$ cat config.mk
export PLATFORM = sky130hd
export DESIGN_NAME = priority_slot_table_top
export DESIGN_NICKNAME = d
export VERILOG_FILES = /design/src/rtl/core/pst_pkg.sv /design/src/rtl/core/priority_slot_table_top.sv
export SDC_FILE = /design/constraint.sdc
export NUM_CORES = 1
export LEC_CHECK = 0
export BUFFER_PORTS_ARGS = -buffer_cell sky130_fd_sc_hd__buf_4
export CORE_MARGIN = 5
export CORE_UTILIZATION = 65
export DETAILED_ROUTE_END_ITERATION = 6
export PLACE_DENSITY = 0.82
export RECOVER_POWER = 50
export SYNTH_ARGS = -nofsm -noshare
export SYNTH_HDL_FRONTEND = slang
export SYNTH_SLANG_ARGS = --single-unit
$ cat constraint.sdc
create_clock -name clk -period 8 [get_ports clk]
set_clock_uncertainty 0.05 [all_clocks]
set_input_delay 0.4 -clock clk [delete_from_list [all_inputs] [get_ports clk]]
set_output_delay 0.4 -clock clk [all_outputs]
set_load 0.005 [all_outputs]
$ cat src/rtl/core/pst_pkg.sv
// shared types and codes for the priority slot table
package pst_pkg;

	localparam int OP_W = 2;
	localparam int EV_W = 4;

	typedef logic [OP_W-1:0] opcode_t;
	typedef logic [EV_W-1:0] event_t;

	// request codes, the fourth code is ignored
	localparam opcode_t OP_ADD    = 2'd0;
	localparam opcode_t OP_REMOVE = 2'd1;
	localparam opcode_t OP_CLEAR  = 2'd2;

	// result event codes
	localparam event_t EV_REJECTED  = 4'd0;
	localparam event_t EV_DUPLICATE = 4'd1;
	localparam event_t EV_REPLACED  = 4'd2;
	localparam event_t EV_ADDED     = 4'd3;
	localparam event_t EV_CHANGED   = 4'd4;
	localparam event_t EV_REMOVED   = 4'd5;
	localparam event_t EV_EMPTY     = 4'd6;
	localparam event_t EV_NOT_FOUND = 4'd7;
	localparam event_t EV_CLEARED   = 4'd8;

	typedef enum logic [2:0] {
		ST_IDLE,
		ST_DECIDE,
		ST_ADDED,
		ST_CHANGED,
		ST_SCAN,
		ST_TOP
	} state_t;

endpackage

$ cat src/rtl/core/priority_slot_table_top.sv
// priority slot table: one item slot per level and a highest active level register
//
// The block keeps one slot per priority level, each with a valid flag and an item id,
// and a signed register naming the highest occupied level (-1 when there is none).
// Each request beat (add, remove, clear; the fourth opcode is dropped without a result)
// gives one to three result beats, the final one flagged by last. Result beats go out
// only while the result side is not stalled. Item ids sit in a single-port memory with
// a registered read, so every decision waits for the slot read. Removing the top level
// walks the valid flags downward from the removed level, one level per cycle through a
// shared decrement and compare, then reads the new top item.
// No new request is taken while one is being worked on, but a request is taken while
// the last result beat of the previous one still waits in the output register.
// Clear empties every slot but keeps the top level register, which may then name an
// empty level until a later add or remove moves it. No clearing pass follows reset.
module priority_slot_table_top #(
	parameter int NUM_LEVELS = 32,
	parameter int ITEM_BITS = 16,
	localparam int LVL_W = $clog2(NUM_LEVELS)
) (
	input  logic                        clk,
	input  logic                        arst_n,
	// request side
	input  logic                        in_valid,
	output logic                        in_stall,
	input  logic [pst_pkg::OP_W-1:0]    opcode,
	input  logic [LVL_W-1:0]            priority_req,
	input  logic [ITEM_BITS-1:0]        item_id,
	// result side
	output logic                        out_valid,
	input  logic                        out_stall,
	output logic [pst_pkg::EV_W-1:0]    event_res,
	output logic [ITEM_BITS-1:0]        event_item,
	output logic signed [LVL_W:0]       top_priority,
	output logic                        last
);

	import pst_pkg::*;

	// number of levels at level width plus one, for range checks
	localparam logic [LVL_W:0] NLV = (LVL_W+1)'(NUM_LEVELS);
	// step of one level for the downward walk
	localparam logic signed [LVL_W:0] LVL_ONE = (LVL_W+1)'(1);

	state_t state_q, state_d;

	// captured request beat
	opcode_t                op_q;
	logic [LVL_W-1:0]       lvl_q;
	logic [ITEM_BITS-1:0]   item_q;

	// slot store: valid flags in flops, item ids in memory
	logic [NUM_LEVELS-1:0]  valid_q;
	logic [ITEM_BITS-1:0]   mem [NUM_LEVELS];
	logic [ITEM_BITS-1:0]   rd_q;

	logic signed [LVL_W:0]  highest_q, highest_d;
	logic signed [LVL_W:0]  scan_q, scan_d;

	// output register
	logic                   out_valid_q;
	event_t                 ev_q;
	logic [ITEM_BITS-1:0]   ev_item_q;
	logic signed [LVL_W:0]  top_q;
	logic                   last_q;

	// decode and shared compare
	logic                   out_free;
	logic                   lvl_ok;
	logic                   in_lvl_ok;
	logic                   slot_hit;
	logic signed [LVL_W:0]  lvl_s;
	logic                   raise;
	logic                   is_top;
	logic                   in_op_known;
	logic [LVL_W-1:0]       scan_idx;

	// sequencer outputs
	logic                   emit_en;
	event_t                 emit_ev;
	logic [ITEM_BITS-1:0]   emit_item;
	logic                   emit_last;
	logic                   mem_re;
	logic [LVL_W-1:0]       mem_raddr;
	logic                   mem_we;
	logic                   set_v;
	logic                   clr_v;
	logic                   clr_all;
	logic                   highest_ld;
	logic                   scan_ld;

	assign out_free    = !out_valid_q || !out_stall;
	assign lvl_ok      = {1'b0, lvl_q} < NLV;
	assign in_lvl_ok   = {1'b0, priority_req} < NLV;
	assign slot_hit    = lvl_ok && valid_q[lvl_q];
	assign lvl_s       = $signed({1'b0, lvl_q});
	assign raise       = lvl_s >= highest_q;
	assign is_top      = lvl_s == highest_q;
	assign in_op_known = (opcode == OP_ADD) || (opcode == OP_REMOVE) || (opcode == OP_CLEAR);
	assign scan_idx    = scan_q[LVL_W-1:0];

	// next state
	always_comb begin
		state_d = state_q;
		case (state_q)
			ST_IDLE: begin
				if (in_valid && in_op_known) begin
					state_d = ST_DECIDE;
				end
			end
			ST_DECIDE: begin
				if (out_free) begin
					case (op_q)
						OP_ADD: begin
							if (item_q == '0 || !lvl_ok) begin
								state_d = ST_IDLE;
							end else if (slot_hit && rd_q == item_q) begin
								state_d = ST_IDLE;
							end else if (slot_hit) begin
								state_d = ST_ADDED;
							end else begin
								state_d = raise ? ST_CHANGED : ST_IDLE;
							end
						end
						OP_REMOVE: begin
							state_d = (slot_hit && is_top) ? ST_SCAN : ST_IDLE;
						end
						default: begin
							state_d = ST_IDLE;
						end
					endcase
				end
			end
			ST_ADDED: begin
				if (out_free) begin
					state_d = raise ? ST_CHANGED : ST_IDLE;
				end
			end
			ST_CHANGED: begin
				if (out_free) begin
					state_d = ST_IDLE;
				end
			end
			ST_SCAN: begin
				if (scan_q[LVL_W]) begin
					if (out_free) begin
						state_d = ST_IDLE;
					end
				end else if (valid_q[scan_idx]) begin
					state_d = ST_TOP;
				end
			end
			ST_TOP: begin
				if (out_free) begin
					state_d = ST_IDLE;
				end
			end
			default: begin
				state_d = ST_IDLE;
			end
		endcase
	end

	// sequencer outputs, every side effect goes with a result beat or a scan step
	always_comb begin
		in_stall   = 1'b1;
		emit_en    = 1'b0;
		emit_ev    = EV_CLEARED;
		emit_item  = '0;
		emit_last  = 1'b0;
		mem_re     = 1'b0;
		mem_raddr  = priority_req;
		mem_we     = 1'b0;
		set_v      = 1'b0;
		clr_v      = 1'b0;
		clr_all    = 1'b0;
		highest_ld = 1'b0;
		highest_d  = highest_q;
		scan_ld    = 1'b0;
		scan_d     = scan_q - LVL_ONE;
		case (state_q)
			ST_IDLE: begin
				in_stall  = 1'b0;
				mem_re    = in_valid && in_lvl_ok;
				mem_raddr = priority_req;
			end
			ST_DECIDE: begin
				emit_en = out_free;
				case (op_q)
					OP_ADD: begin
						if (item_q == '0 || !lvl_ok) begin
							emit_ev   = EV_REJECTED;
							emit_item = item_q;
							emit_last = 1'b1;
						end else if (slot_hit && rd_q == item_q) begin
							emit_ev   = EV_DUPLICATE;
							emit_item = item_q;
							emit_last = 1'b1;
						end else if (slot_hit) begin
							emit_ev   = EV_REPLACED;
							emit_item = rd_q;
						end else begin
							emit_ev   = EV_ADDED;
							emit_item = item_q;
							emit_last = !raise;
							mem_we    = out_free;
							set_v     = out_free;
						end
					end
					OP_REMOVE: begin
						if (!slot_hit) begin
							emit_ev   = EV_NOT_FOUND;
							emit_last = 1'b1;
						end else begin
							emit_ev   = EV_REMOVED;
							emit_item = rd_q;
							emit_last = !is_top;
							clr_v     = out_free;
							scan_ld   = out_free && is_top;
							scan_d    = lvl_s - LVL_ONE;
						end
					end
					default: begin
						emit_ev   = EV_CLEARED;
						emit_last = 1'b1;
						clr_all   = out_free;
					end
				endcase
			end
			ST_ADDED: begin
				emit_en   = out_free;
				emit_ev   = EV_ADDED;
				emit_item = item_q;
				emit_last = !raise;
				mem_we    = out_free;
				set_v     = out_free;
			end
			ST_CHANGED: begin
				emit_en    = out_free;
				emit_ev    = EV_CHANGED;
				emit_item  = item_q;
				emit_last  = 1'b1;
				highest_ld = out_free;
				highest_d  = lvl_s;
			end
			ST_SCAN: begin
				if (scan_q[LVL_W]) begin
					// walked past level zero, nothing left
					emit_en    = out_free;
					emit_ev    = EV_EMPTY;
					emit_last  = 1'b1;
					highest_ld = out_free;
					highest_d  = '1;
				end else if (valid_q[scan_idx]) begin
					mem_re    = 1'b1;
					mem_raddr = scan_idx;
				end else begin
					scan_ld = 1'b1;
				end
			end
			ST_TOP: begin
				emit_en    = out_free;
				emit_ev    = EV_CHANGED;
				emit_item  = rd_q;
				emit_last  = 1'b1;
				highest_ld = out_free;
				highest_d  = scan_q;
			end
			default: begin
				in_stall = 1'b1;
			end
		endcase
	end

	// control registers
	always_ff @(posedge clk or negedge arst_n) begin
		if (!arst_n) begin
			state_q     <= ST_IDLE;
			valid_q     <= '0;
			highest_q   <= '1;
			out_valid_q <= 1'b0;
		end else begin
			state_q <= state_d;
			if (clr_all) begin
				valid_q <= '0;
			end else if (set_v) begin
				valid_q[lvl_q] <= 1'b1;
			end else if (clr_v) begin
				valid_q[lvl_q] <= 1'b0;
			end
			if (highest_ld) begin
				highest_q <= highest_d;
			end
			if (emit_en) begin
				out_valid_q <= 1'b1;
			end else if (!out_stall) begin
				out_valid_q <= 1'b0;
			end
		end
	end

	// request capture, scan counter and result payload
	always_ff @(posedge clk) begin
		if (state_q == ST_IDLE && in_valid) begin
			op_q   <= opcode;
			lvl_q  <= priority_req;
			item_q <= item_id;
		end
		if (scan_ld) begin
			scan_q <= scan_d;
		end
		if (emit_en) begin
			ev_q      <= emit_ev;
			ev_item_q <= emit_item;
			top_q     <= highest_ld ? highest_d : highest_q;
			last_q    <= emit_last;
		end
	end

	// item memory, one write and one registered read
	always_ff @(posedge clk) begin
		if (mem_we) begin
			mem[lvl_q] <= item_q;
		end
		if (mem_re) begin
			rd_q <= mem[mem_raddr];
		end
	end

	assign out_valid    = out_valid_q;
	assign event_res    = ev_q;
	assign event_item   = ev_item_q;
	assign top_priority = top_q;
	assign last         = last_q;

	// any occupied level above the top level register
	logic above_top;
	always_comb begin
		above_top = 1'b0;
		for (int i = 0; i < NUM_LEVELS; i++) begin
			if (valid_q[i] && ($signed((LVL_W+1)'(i)) > highest_q)) begin
				above_top = 1'b1;
			end
		end
	end

	a_no_slot_above_top: assert property (@(posedge clk) disable iff (!arst_n)
		(state_q != ST_CHANGED) |-> !above_top)
		else $error("occupied slot above top level");

	a_top_in_range: assert property (@(posedge clk) disable iff (!arst_n)
		!highest_q[LVL_W] |-> ({1'b0, highest_q[LVL_W-1:0]} < NLV))
		else $error("top level out of range");

	a_empty_clears_top: assert property (@(posedge clk) disable iff (!arst_n)
		(emit_en && emit_ev == EV_EMPTY) |=> (out_valid && top_priority == '1 && last))
		else $error("empty beat without cleared top level");

endmodule
==> results of run 1 <==
==> worst paths after layout <==
kind / start / to / slack, ps / cells after the start
hold / removal: out_stall / out_valid / 80 / 3
min in group asynchronous: arst_n / state_q[1] / 990 / 2
setup reg to reg: scan_q[0] / rd_q[15] / 2120 / 10
setup / recovery: scan_q[0] / rd_q[15] / 2120 / 10
max in group asynchronous: arst_n / valid_q[27] / 5540 / 2
hold reg to reg: valid_q[21] / valid_q[21] / 500 / 2
==> where the power goes <==
group	leakage, nW	switching (mW)	internal (mW)	total, mW
registers	5.84	0.156	3.97	4.13
clock network	0.891	1.20	1.50	2.70
logic	3.57	0.808	0.351	1.16
total	10.3	2.16	5.82	7.98
==> tightest hold or removal path, delay by kind of cell <==
family | cells | cell delay [ps]
simple gates | 2 | 230
buf+inv | 1 | 80
==> logic make-up after synthesis <==
logic type	Yosys count
simple gates	268
xor+xnor	23
mux	279
fa+ha+maj	11
buf+inv	138
flops	626
compound gates	354
==> sequential cells by signal, indices dropped and copies added (netlist names), 2 cells and up <==
signal and count:
highest_q 6, scan_q 6, lvl_q 5, op_q 2, item_q 16, top_priority 6
state_q 3, event_item 16, rd_q 16, mem 512, valid_q 32, event_res 4
==> final cells by class <==
class | instances | share of cell area (%)
sequential | 626 | 62.91
multi-input combinational | 935 | 24.83
clock buffer | 68 | 5.037
timing repair buffer | 140 | 3.319
tap | 532 | 2.252
clock inverter | 37 | 1.219
inverter | 34 | 0.4317
==> cells in the mapped netlist, drive strengths merged (13+ instances only) <==
cell type    n  area (um2)
a22oi       60       450.4
nand3       16       80.08
nand4       19       118.9
edfxtp     584       17540
a21boi      34       255.2
clkbuf      46       172.7
nor2        95       356.6
nand2       82       310.3
mux2i      233        2345
xor2        19       166.4
inv         34       127.6
a21oi       28       143.9
mux4        40       900.9
buf         58       467.9
o21ai      115       590.6
dfrtp       36       900.9
a211oi      40       300.3
o2111ai     13       113.9
==> per-layer routing <==
layer,wire [um],up-vias,share of wire (%),GRT usage (%)
met2,33170,1336,47,50.63
met4,4347,0,6.1,14.79
met5,0,-,0,0
met1,24380,8127,34,41.58
li1,-,6871,-,-
met3,9125,282,13,7.348
==> timing repair <==
item,4_1_cts,5_1_grt
gates resized for setup,0,0
hold buffers,23,0
setup endpoints to repair,0,0
hold endpoints to repair,58,0
==> summary.md, run 1 <==
| Metric | Value |
|---|---|
| Max_slew headroom | `-60.12%` |
| Setup crit end kind | `flip-flop` |
| Top cell by count, worst path | `mux2i_1` |
| Fin crit share | `73.44%` |
| Min Tclk post-route | `5875 ps` |
| Crit-path cells | `mux4_2 > o2111ai_1 > nand2_2 > o21ai_4 > mux2i_4 > buf_4 > mux2i_1 > mux2i_1 > o211ai_1 > a222oi_1` |
| Synth Register Bits | `~630` |
| Register area | `roughly 0.019 mm2` |
| CP delay by family, top | `multiplexers` |
| Design Area, Final | `just under 0.03 mm2` |
| Worst path buffer plus inverter count | `1` |
| Synth cell types | `69` |
| Initial antenna violation count | `0` |
| Clk root buf | `clkbuf_16` |
| Nets | `1,833` |
| Outcome | `finished with violations` |
| Crit Path Max Fanout | `54` |
| Total core area | `between 0.04 and 0.05 mm2` |
| Avg Cell Area, Syn | `15.69 um2` |
| Final Core Density | `72.56%` |
| Overflow left after global routing | `0` |
| Max Slew Vio Count | `597` |
| Via count of the routed design | `around 17,000` |
| CTS Buf Count | `58` |
| WL final | `71.01 mm` |
| Post-DR wirelength/cell | `29.94 um` |
| Synth warn | `0` |
| Share of layout cells above drive strength 1 | `12.77%` |
| I/O pin count | `56` |
| Cell Rows | `74` |
| Compound-gate portion of the synthesized area | `9.028%` |
| VDD IR max | `0.2036 mV` |
| Area of the die | `0.04517 mm2` |
| Design Power | `7.982 mW` |
| Mapped Area | `0.02666 mm2` |
| Hold_ws | `80.08 ps` |
| Most frequent cells in the layout | `edfxtp_1, mux2i_1, o21ai_0, nor2_1, nand2_1` |
| Failing checks | `design-rule violations, max-capacitance violations, max-slew violations` |
| Final setup violation count | `0` |
| Die height | `212.5 um` |
| Sequential area share after synthesis | `69.74%` |
| Main combinational cell family by area after synthesis | `multiplexers` |
| Syn nets | `1,737` |
| Placed insts | `2,244` |
| Setup_tns | `0 ps` |
| TritonCTS clock tree | `yes` |
| Initial DRC Count | `~2,600` |
| Clock-pin transition on the worst setup and hold timing paths | `~60 ps` |
| Worst skew pair latency | `650 ps` |
| Fin worst setup slack | `2125 ps` |
| RSZ-0062 raised after global routing | `false` |
| EDFF count, synth | `584` |
| Arrival @ worst endpoint | `6150 ps` |
| Post-DP HPWL | `41.09 mm` |
| Synth Flop Type | `edfxtp_1` |
| DR DRC count | `2` |
| P&R area growth vs syn | `10.86%` |
| Vias per cell | `between 7 and 8` |
| Multiplexer share of the synthesized area | `12.44%` |
| Fill count | `2,388` |
| First-pass GRT wire length | `104.2 mm` |
| Port buffer count | `55` |
| Worst-margin pin slew | `roughly 2400 ps` |
| XOR/XNOR Fraction of Synth Area | `0.7555%` |
| Endpoints failing hold | `0` |
| Worst slack, placed | `about 2300 ps` |
| CP peak stage delay | `940 ps` |
| Slowest cell on the critical path | `mux2i_4` |
| Hold/Removal Path Class | `primary input to flip-flop` |
| Commonest non-fill, non-tap cell in the layout | `edfxtp_1` |
| Largest net degree at the start of global routing | `56` |
| Mapped Cells | `1,699` |
| Max_cap viols | `16` |
| Fmax | `roughly 170 MHz` |
| Worst setup SP type | `flip-flop` |
| Final RePlAce weighted congestion | `0.9733` |
| Number of iterations in the first detailed-routing pass | `7` |
| Antenna Cells | `0` |
| Post-CTS Repair Setup Buffers | `0` |
| Total GRT Usage | `between 30% and 40%` |
| CP Data Required Time | `about 8300 ps` |
| Deepest clock path buffer count | `3` |
| Die width | `between 200 and 250 um` |
| Maximum level of the CTS H-tree | `2` |
| Area occupied by multi-input gates | `0.007341 mm2` |
| Leakage Power | `between 10 and 15 nW` |
| Vias in the first global route | `16,390` |
| CTS Sinks | `roughly 630` |
| Adder-cell share of the synthesized area | `less than 1%` |
| Post-synthesis simple-gate area fraction | `4.641%` |
| ANT nets after route | `0` |
| Crit path kind | `flip-flop to flip-flop` |
| Power per cell area | `270.0 mW/mm2` |
| Async set-reset flop share out of synthesis | `6.709%` |
| Finished Layout Cells | `approximately 2,400` |
| Starting Density | `65.45%` |
| Post-DP Area | `0.02761 mm2` |
(Power assumes the default switching activity.)
==> inputs of run 2 (changes only) <==
--- a/config.mk
+++ b/config.mk
@@ -7,9 +7,9 @@
 export LEC_CHECK = 0
 export BUFFER_PORTS_ARGS = -buffer_cell sky130_fd_sc_hd__buf_4
 export CORE_MARGIN = 5
-export CORE_UTILIZATION = 65
+export CORE_UTILIZATION = 63
 export DETAILED_ROUTE_END_ITERATION = 6
-export PLACE_DENSITY = 0.82
+export PLACE_DENSITY = 0.8
 export RECOVER_POWER = 50
 export SYNTH_ARGS = -nofsm -noshare
 export SYNTH_HDL_FRONTEND = slang
==> constraint.sdc (replaced) <==
create_clock -name clk -period 5.6 [get_ports clk]
set_clock_uncertainty 0.05 [all_clocks]
set_input_delay 0.28 -clock clk [delete_from_list [all_inputs] [get_ports clk]]
set_output_delay 0.28 -clock clk [all_outputs]
set_load 0.005 [all_outputs]
==> summary.md, run 2 (synthesis results as in run 1) <==
| Metric | Value |
|---|---|
| Overflow left after global routing | `0` |
| Final RePlAce weighted congestion | `approximately 0.91` |
| Via count of the routed design | `16,150` |
| Fin crit share | `87.32%` |
| Initial DRC Count | `2,334` |
| Worst Hold Launch | `in_valid` |
| Starting Density | `63.57%` |
| Failing checks | `design-rule violations, max-capacitance violations, max-slew violations` |
| Clock-pin transition on the worst setup and hold timing paths | `60 ps` |
| Power per cell area | `approximately 390 mW/mm2` |
| Design Area, Final | `0.02977 mm2` |
| Die width | `215.7 um` |
| Max_slew headroom | `-67.33%` |
| VDD IR max | `slightly below 0.3 mV` |
| Nets | `1,848` |
| RSZ-0062 raised after global routing | `false` |
| Largest registers | `mem (512), valid_q (32)` |
| Max Slew Vio Count | `432` |
| Total core area | `between 0.04 and 0.05 mm2` |
| Largest net degree at the start of global routing | `84` |
| Biggest register | `mem` |
| TritonCTS clock tree | `yes` |
| Hold/Removal Path Class | `primary input to flip-flop` |
| Outcome | `finished with violations` |
| Post-DP HPWL | `41.22 mm` |
| Fin worst setup slack | `roughly 710 ps` |
| Setup crit end kind | `flip-flop` |
| Clk root buf | `clkbuf_16` |
| R2r startpoint | `item_q[10]` |
| CTS Sinks | `626` |
| Commonest non-fill, non-tap cell in the layout | `edfxtp_1` |
| Worst slack, placed | `1093 ps` |
| Hold Crit Depth | `4` |
| Vias per cell | `about 6.7` |
| First-pass GRT wire length | `99.89 mm` |
| DR DRC count | `1` |
| I/O pin count | `56` |
| Crit Path Max Fanout | `36` |
| WHS Endpoint | `state_q[2]` |
| Area of the die | `0.04654 mm2` |
| Fill count | `between 2,000 and 3,000` |
| Maximum level of the CTS H-tree | `2` |
| Number of iterations in the first detailed-routing pass | `7` |
| Share of layout cells above drive strength 1 | `14.12%` |
| Max FFs per register | `512` |
| Reg2reg end | `mem[24][10]` |
| Min Tclk post-route | `between 4000 and 5000 ps` |
| Final Core Density | `70.98%` |
| Die height | `215.7 um` |
| Final setup violation count | `0` |
| Worst setup SP type | `flip-flop` |
| Deepest clock path buffer count | `3` |
| Antenna Cells | `0` |
| Post-DR wirelength/cell | `between 20 and 30 um` |
| Leakage Power | `10.43 nW` |
| Port buffer count | `between 50 and 60` |
| Post-DP Area | `0.02777 mm2` |
| CP Data Required Time | `5850 ps` |
| Worst skew pair latency | `620 ps` |
| P&R area growth vs syn | `11.66%` |
| Initial antenna violation count | `1` |
| Cell Rows | `75` |
| ANT nets after route | `0` |
| R2R depth | `10` |
| Setup_tns | `0 ps` |
| WL final | `67.24 mm` |
| Worst-margin pin slew | `2510 ps` |
| Max_cap viols | `12` |
| Crit path kind | `flip-flop to flip-flop` |
| Arrival @ worst endpoint | `5140 ps` |
| Design Power | `11.50 mW` |
| Reg2Reg Setup Slack | `710 ps` |
| Most frequent cells in the layout | `edfxtp_1, mux2i_1, o21ai_0, nor2_1, nand2_1` |
| Fmax | `204.5 MHz` |
| Endpoints failing hold | `0` |
| CTS Buf Count | `59` |
| Post_cts resized | `0` |
| Vias in the first global route | `between 15,000 and 20,000` |
| Total GRT Usage | `28.61%` |
[run 2: timing repair]
| action | in CTS | in global routing |
|---|---|---|
| hold buffers | 24 | 0 |
| hold endpoints to repair | 65 | 0 |
| buffers inserted | 0 | 0 |
| setup endpoints to repair | 0 | 0 |
[run 2: worst max-delay path, cell delays in order, from the launching register on]
cell	delay, ps
edfxtp_1	320
clkbuf_1	1620
nor4_1	180
nand4_1	280
nand2_1	130
nor4_1	230
o21bai_1	190
nor2_1	260
nand2_1	640
nor2_1	370
buf_4	260
[run 2: area by class of cell]
| class | count | area (um2) | area share (%) |
|---|---|---|---|
| multi-input cells | 935 | 7342 | 24.66 |
| clock buffers | 69 | 1556 | 5.228 |
| well taps | 539 | 674.4 | 2.265 |
| flip-flops and latches | 626 | 18600 | 62.46 |
| inverters | 34 | 127.6 | 0.4286 |
| clock inverters | 37 | 324.1 | 1.088 |
| repair buffers | 154 | 1154 | 3.875 |
[run 2: worst max-delay path by stage]
stage	to	start
floorplan	mem[11][0]	lvl_q[0]
finish	mem[24][10]	item_q[10]
CTS	mem[30][11]	lvl_q[0]
global route	mem[31][15]	item_q[0]
detailed placement	mem[30][3]	lvl_q[0]
global placement	mem[30][11]	lvl_q[0]
[run 2: routing by layer]
metal	vias up	global-route usage [%]	wire (um)
met3	193	5.605	7235
met4	0	10.73	2998
li1	6911	-	-
met2	1026	46.60	31760
met5	-	0	0
met1	8019	38.99	25240
[run 2: per-stage QoR]
| step | cells | hold WS [ps] |
|---|---|---|
| 3_5_place_dp | 2264 | 264.8 |
| 4_1_cts | 2394 | 9.330 |
| 2_1_floorplan | 1699 | -65.59 |
| 5_1_grt | 2394 | 185.6 |
| 3_3_place_gp | 2264 | 256.0 |
| 6_report | 2394 | 143.2 |
[run 2: power by group]
part | switching, mW | internal [mW] | total, mW | leakage (nW)
sequential | 0.243 | 5.67 | 5.92 | 5.84
clock | 1.68 | 2.24 | 3.92 | 0.922
combinational | 1.13 | 0.525 | 1.66 | 3.67
